### src/sv/cbf_pkg.sv
`timescale 1ns / 1ps
`default_nettype none

package cbf_pkg;

  // Field widths fixed by the word format
  localparam int unsigned OpW    = 3;
  localparam int unsigned ByteW  = 8;
  localparam int unsigned CountW = 11;

  // Operation codes
  typedef enum logic [OpW-1:0] {
    OP_ENQ   = 3'd0,
    OP_DEQ   = 3'd1,
    OP_PEEK  = 3'd2,
    OP_SKIP  = 3'd3,
    OP_CLEAR = 3'd4
  } cbf_op_e;

  // Occupancy figures reported with every result word
  typedef struct packed {
    logic [CountW-1:0] used;
    logic [CountW-1:0] free;
    logic [CountW-1:0] span_wr;
    logic [CountW-1:0] span_rd;
  } cbf_status_t;

endpackage

`default_nettype wire

### src/sv/cbf_ptr.sv
`timescale 1ns / 1ps
`default_nettype none

module cbf_ptr import cbf_pkg::*; #(
  parameter int unsigned DEPTH = 1024
) (
  input  wire logic                     clk_i,
  input  wire logic                     rst_ni,
  input  wire logic                     accept_i,
  input  wire cbf_op_e                  op_i,
  input  wire logic [CountW-1:0]        amount_i,
  output logic                          mem_we_o,
  output logic [$clog2(DEPTH)-1:0]      mem_waddr_o,
  output logic                          mem_re_o,
  output logic [$clog2(DEPTH)-1:0]      mem_raddr_o,
  output logic                          hit_o,
  output logic [CountW-1:0]             done_o,
  output cbf_status_t                   status_o
);

  localparam int unsigned AW = $clog2(DEPTH);
  localparam int unsigned CW = $clog2(DEPTH + 1);
  localparam int unsigned XW = (CW > CountW) ? CW : CountW;
  localparam int unsigned SW = CW + 1;

  logic [AW-1:0] rd_q, rd_d, wr_q, wr_d;
  logic [CW-1:0] fill_q, fill_d;

  logic          full, empty, peek_ok;
  logic [XW-1:0] fill_x, amt_x, skip_x, free_x, used_x, cw_x, cr_x;
  logic [CW-1:0] skip_n, span_wr, span_rd;
  logic [AW-1:0] rd_inc, wr_inc, peek_addr, skip_addr;

  // Index plus offset, wrapped once (exact only while the sum stays below twice the depth)
  function automatic logic [AW-1:0] adv(logic [AW-1:0] idx, logic [CW-1:0] by);
    logic [SW-1:0] s;
    s = SW'(idx) + SW'(by);
    if (s >= SW'(DEPTH)) begin
      s = s - SW'(DEPTH);
    end
    return AW'(s);
  endfunction

  assign full    = (fill_q == CW'(DEPTH));
  assign empty   = (fill_q == '0);
  assign fill_x  = XW'(fill_q);
  assign amt_x   = XW'(amount_i);
  assign peek_ok = (amt_x < fill_x);
  assign skip_x  = peek_ok ? amt_x : fill_x;
  assign skip_n  = CW'(skip_x);

  assign rd_inc    = adv(rd_q, CW'(1));
  assign wr_inc    = adv(wr_q, CW'(1));
  assign peek_addr = adv(rd_q, CW'(amount_i));
  assign skip_addr = adv(rd_q, skip_n);

  // Operation decode and next pointer state
  always_comb begin
    rd_d        = rd_q;
    wr_d        = wr_q;
    fill_d      = fill_q;
    mem_we_o    = 1'b0;
    mem_re_o    = 1'b0;
    mem_waddr_o = wr_q;
    mem_raddr_o = rd_q;
    hit_o       = 1'b0;
    done_o      = '0;
    if (accept_i) begin
      unique case (op_i)
        OP_ENQ: begin
          if (!full) begin
            mem_we_o = 1'b1;
            wr_d     = wr_inc;
            fill_d   = fill_q + CW'(1);
            done_o   = CountW'(1);
          end
        end
        OP_DEQ: begin
          if (!empty) begin
            mem_re_o = 1'b1;
            hit_o    = 1'b1;
            rd_d     = rd_inc;
            fill_d   = fill_q - CW'(1);
            done_o   = CountW'(1);
          end
        end
        OP_PEEK: begin
          if (peek_ok) begin
            mem_re_o    = 1'b1;
            mem_raddr_o = peek_addr;
            hit_o       = 1'b1;
            done_o      = CountW'(1);
          end
        end
        OP_SKIP: begin
          if (skip_n != '0) begin
            rd_d   = skip_addr;
            fill_d = fill_q - skip_n;
          end
          done_o = skip_x[CountW-1:0];
        end
        OP_CLEAR: begin
          rd_d   = '0;
          wr_d   = '0;
          fill_d = '0;
        end
        default: ;
      endcase
    end
  end

  always_ff @(posedge clk_i or negedge rst_ni) begin
    if (!rst_ni) begin
      rd_q   <= '0;
      wr_q   <= '0;
      fill_q <= '0;
    end else begin
      rd_q   <= rd_d;
      wr_q   <= wr_d;
      fill_q <= fill_d;
    end
  end

  // Spans before wrap, from the current pointers
  always_comb begin
    if (full) begin
      span_wr = '0;
    end else if (rd_q <= wr_q) begin
      span_wr = CW'(DEPTH) - CW'(wr_q);
    end else begin
      span_wr = CW'(rd_q) - CW'(wr_q);
    end
    if (empty) begin
      span_rd = '0;
    end else if (rd_q < wr_q) begin
      span_rd = CW'(wr_q) - CW'(rd_q);
    end else begin
      span_rd = CW'(DEPTH) - CW'(rd_q);
    end
  end

  assign used_x = fill_x;
  assign free_x = XW'(CW'(DEPTH) - fill_q);
  assign cw_x   = XW'(span_wr);
  assign cr_x   = XW'(span_rd);

  assign status_o.used    = used_x[CountW-1:0];
  assign status_o.free    = free_x[CountW-1:0];
  assign status_o.span_wr = cw_x[CountW-1:0];
  assign status_o.span_rd = cr_x[CountW-1:0];

endmodule

`default_nettype wire

### config.mk
export PLATFORM = sky130hd
export DESIGN_NAME = cbf_ptr
export DESIGN_NICKNAME = d
export VERILOG_FILES = /design/src/sv/cbf_pkg.sv /design/src/sv/cbf_ptr.sv
export SDC_FILE = /design/constraint.sdc
export NUM_CORES = 1
export LEC_CHECK = 0
export BUFFER_PORTS_ARGS = -buffer_cell sky130_fd_sc_hd__buf_2
export CAP_MARGIN = 15
export CORE_MARGIN = 2
export CORE_UTILIZATION = 55
export CTS_CLUSTER_SIZE = 28
export DETAILED_ROUTE_END_ITERATION = 12
export PLACE_DENSITY = 0.78
export SYNTH_ARGS = -nofsm -noshare
export SYNTH_HDL_FRONTEND = slang
export SYNTH_SLANG_ARGS = --single-unit
export TNS_END_PERCENT = 5
### constraint.sdc
create_clock -name clk_i -period 4.5 [get_ports clk_i]
set_input_delay 0 -clock clk_i [delete_from_list [all_inputs] [get_ports clk_i]]
set_output_delay 0 -clock clk_i [all_outputs]
set_load 0.01 [all_outputs]
==> impl_metrics.csv <==
group,metric,value,unit
min_path,hold_class,"input port to register",
die,core.rowCount,34,
sta,fin_crit,4.22,ns
final_layout,area_delta_synth_final,16.5,%
die,core-area,8640,µm²
global_route,track_usage,31.7,%
logic_synthesis,ys_types,67,
setup_path,cp_max_fo,8,
routing,routedWlPerCell,18.3,µm
logic_synthesis,synth_edf_count,0,
clock_tree,cts_made_buffers,5,
global_route,grt_pass1_wl,24900,µm
final_layout,fin_area,5630,µm²
setup_path,max_stage_delay,0.46,ns
pwr,p_switching,1.88,mW
sta,fmax,0.237,GHz
logic_synthesis,synth_top_family_by_area,"simple AND/OR/NAND/NOR gates",
setup_path,cpMaxStageDelayCell,"dfrtp_2",
setup_path,reg2reg_depth,17,
pwr,ir_drop,0.313,mV
clock_tree,insertion_delay,0.29,ns
global_route,antenna_found_initial,0,
job,maxCapViolations,0,
placement,dpl_cell_area,5430,µm²
global_route,gr-total-overflow,0,
min_path,hold_start,"op_i[2]",
final_layout,nFillCells,755,
pwr,clkPwrFrac,8.3,%
setup_path,rr_startpoint,"fill_q[6]$_DFFE_PN0P_",
pwr,switching_share,51.4,%
placement,place_hpwl,12200,µm
setup_path,cp_data_arrival_time,4.40,ns
logic_synthesis,synth_top_flop_cell,"dfrtp_1",
setup_path,path_class,"register to register",
logic_synthesis,synth_xor_area_share,10.5,%
logic_synthesis,yosys_register_bits,31,
placement,portBuffers,94,
routing,drtIter0Drc,411,
global_route,grt_pass1_vias,4885,
sta,hold_viol,0,
routing,antenna_left,0,
setup_path,critPathLaunchType,"register",
routing,vias_per_cell,6.14,
clock_tree,clk_path_buf_depth,2,
logic_synthesis,syn-instance-count,629,
sta,tightestPinTransition,0.789,ns
final_layout,multi_input_area,3780,µm²
setup_path,crit_path_cell_trace,"inv_1 > ha_1 > a21o_1 > a221oi_2 > o21ai_1 > a21boi_2 > buf_4 > mux2i_1 > nor2_1 > ha_1 > a21o_1 > a21oi_1 > o21bai_1 > a2111oi_1 > nor3_1 > xnor2_1 > o41ai_1",
logic_synthesis,synth_nets,712,
setup_path,critPathBufInv,2,
final_layout,seqCellArea,782,µm²
die,die_y,97.7,µm
run_status,outcome,"finished, final reports clean",
pwr,power,3.66,mW
pwr,power_frac_seq,14.2,%
logic_synthesis,synth.avg_cell_area,7.68,µm²
sta,finalCritPeriodShare,93.8,%
routing,vias,5131,
logic_synthesis,synth-compound-area-share,20.1,%
routing,drcViolationCount,0,
logic_synthesis,ys_seq_area_share,16.0,%
min_path,min_path_cells,2,
die,initial_utilization,56.0,%
pwr,power_density,650,nW/µm²
final_layout,fin_nets,809,
sta,drv_slew,0,
die,die_w,97.7,µm
routing,wl,15300,µm
final_layout,fin_util,65.2,%
logic_synthesis,synthArstFlopShare,100,%
die,die-area,9550,µm²
setup_path,worst_setup_path_end_kind,"register",
logic_synthesis,synth_mux_area_share,4.92,%
logic_synthesis,synthSimpleGateAreaFrac,23.5,%
setup_path,path_depth,17,
sta,slew_headroom,46.6,%
logic_synthesis,synth_fa_ha_area_share,17.9,%
pwr,p_int,1.78,mW
clock_tree,clk_transition_reported_paths,0.08,ns
setup_path,critPathLaunch,"fill_q[6]$_DFFE_PN0P_",
setup_path,critPathTopFamily,"compound AO/OA/AOI/OAI gates",
clock_tree,cts_tree,"yes",
final_layout,antenna_cells,0,
setup_path,critPathRequiredTime,4.67,ns
global_route,grt_max_degree,32,
sta,finalSetupViolations,0,
routing,dr.pass1.iters,5,
clock_tree,htreeDepth,2,
sta,grt_setup_unrepaired,"yes",
placement,routabilityCongestion,1.04,
final_layout,drive_gt1_share,21.3,%
clock_tree,cts_root_buf,"clkbuf_8",
die,ios,95,
logic_synthesis,synth_area,4830,µm²
clock_tree,clock_sinks,31,
pwr,p_comb_share,77.5,%
sta,finClkSkew,0.00792,ns
logic_synthesis,synth_warnings,0,
pwr,power_leakage,2.78,nW
[cells in the mapped netlist (all sizes together) (7+ instances only)]
| library cell | count | area share, % |
|---|---|---|
| xor2 | 10 | 1.8 |
| nand2b | 10 | 1.3 |
| a21oi | 47 | 4.9 |
| dfrtp | 31 | 16 |
| nor3 | 18 | 2.0 |
| clkbuf | 12 | 0.93 |
| a21o | 12 | 1.9 |
| o22ai | 7 | 0.91 |
| nand3 | 12 | 1.2 |
| inv | 53 | 4.1 |
| o21ai | 40 | 4.1 |
| and2 | 7 | 0.96 |
| nand4 | 17 | 2.2 |
| nand2 | 46 | 3.6 |
| xnor2 | 48 | 8.7 |
| buf | 11 | 1.9 |
| nor4 | 10 | 1.3 |
| nor2 | 65 | 5.3 |
| and3 | 16 | 2.1 |
| mux2i | 20 | 4.1 |
| ha | 61 | 16 |
[timing repair]
action | in CTS | in global routing
pin swaps | 0 | 1
endpoints found under the setup margin | 2 | 9
gates resized for setup | 2 | 17
hold buffers | 1 | 0
setup buffers | 0 | 1
endpoints found under the hold margin | 31 | 0
[layout by cell type (no fill, tap or decap), drive strengths merged, types with 3 or more instances in the layout]
master    n
xor2     10
nand2b   10
a211oi    6
nor3     18
and2      7
inv      53
or3       4
o22ai     7
fa        5
a21oi    47
buf     112
clkbuf    6
nor2     65
a21o     12
o21ai    40
o31ai     3
o21a      5
o211ai    4
nor2b     6
nand3    12
xnor2    48
and3     16
nor4     10
dfrtp    31
nand2    46
mux2i    20
nand4    17
a31oi     4
o21bai    4
mux2      3
ha       61
o41ai     5
[flip-flops by register name, indices dropped and copies added (netlist names)]
register	count
fill_q	11
mem_waddr_o	10
rd_q	10
[power groups by stage]
stage / clock (mW) / combinational (mW) / sequential, mW
after floorplan: 0 / 1.84 / 0.533
after global placement: 0 / 2.68 / 0.511
after detailed placement: 0 / 2.72 / 0.518
after CTS: 0.304 / 2.75 / 0.513
after global routing: 0.320 / 3.12 / 0.530
final: 0.303 / 2.84 / 0.521
[final timing paths]
kind,slack [ns],endpoint
max in group asynchronous,3.65,fill_q[4]$_DFFE_PN0P_
setup reg to reg,0.28,rd_q[8]$_DFFE_PN0P_
hold / removal,0.03,mem_waddr_o[1]$_DFFE_PN0P_
hold reg to reg,0.63,fill_q[7]$_DFFE_PN0P_
min in group asynchronous,0.31,fill_q[9]$_DFFE_PN0P_
setup / recovery,0.28,rd_q[8]$_DFFE_PN0P_
[logic make-up after synthesis]
group                    after synthesis
flip-flops                            31
XOR/XNOR                              58
AND/OR/NAND/NOR                      222
multiplexers                          23
adder cells (fa/ha/maj)               66
buffers and inverters                 77
AO/OA/AOI/OAI                        152
[metrics by stage]
stage                     TNS (ns)  instances  setup slack (ns)  hold WS [ns]
after global placement           0        825             0.302        0.0988
after floorplan                  0        629             0.340        -0.296
after detailed placement         0        825             0.192         0.113
final                            0        835             0.278        0.0325
after CTS                        0        834            0.0561        0.0183
after global routing      -0.00828        835          -0.00828        0.0265
[per-layer routing]
layer  part of all wire [%]  global-route usage, %  up-vias
met3                    7.3                   3.36       32
met1                     44                   45.6     2421
met5                      0                      0        -
li1                       -                      -     2436
met2                     46                   50.5      242
met4                    2.2                   9.40        0
[layout make-up]
| cell class | count | area share, % |
|---|---|---|
| inverters | 54 | 3.60 |
| clock buffers | 6 | 1.47 |
| clock inverters | 2 | 0.622 |
| multi-input cells | 521 | 67.1 |
| repair buffers | 113 | 10.9 |
| flip-flops and latches | 31 | 13.9 |
| well taps | 108 | 2.40 |
Power figures use the tool's default switching activity.
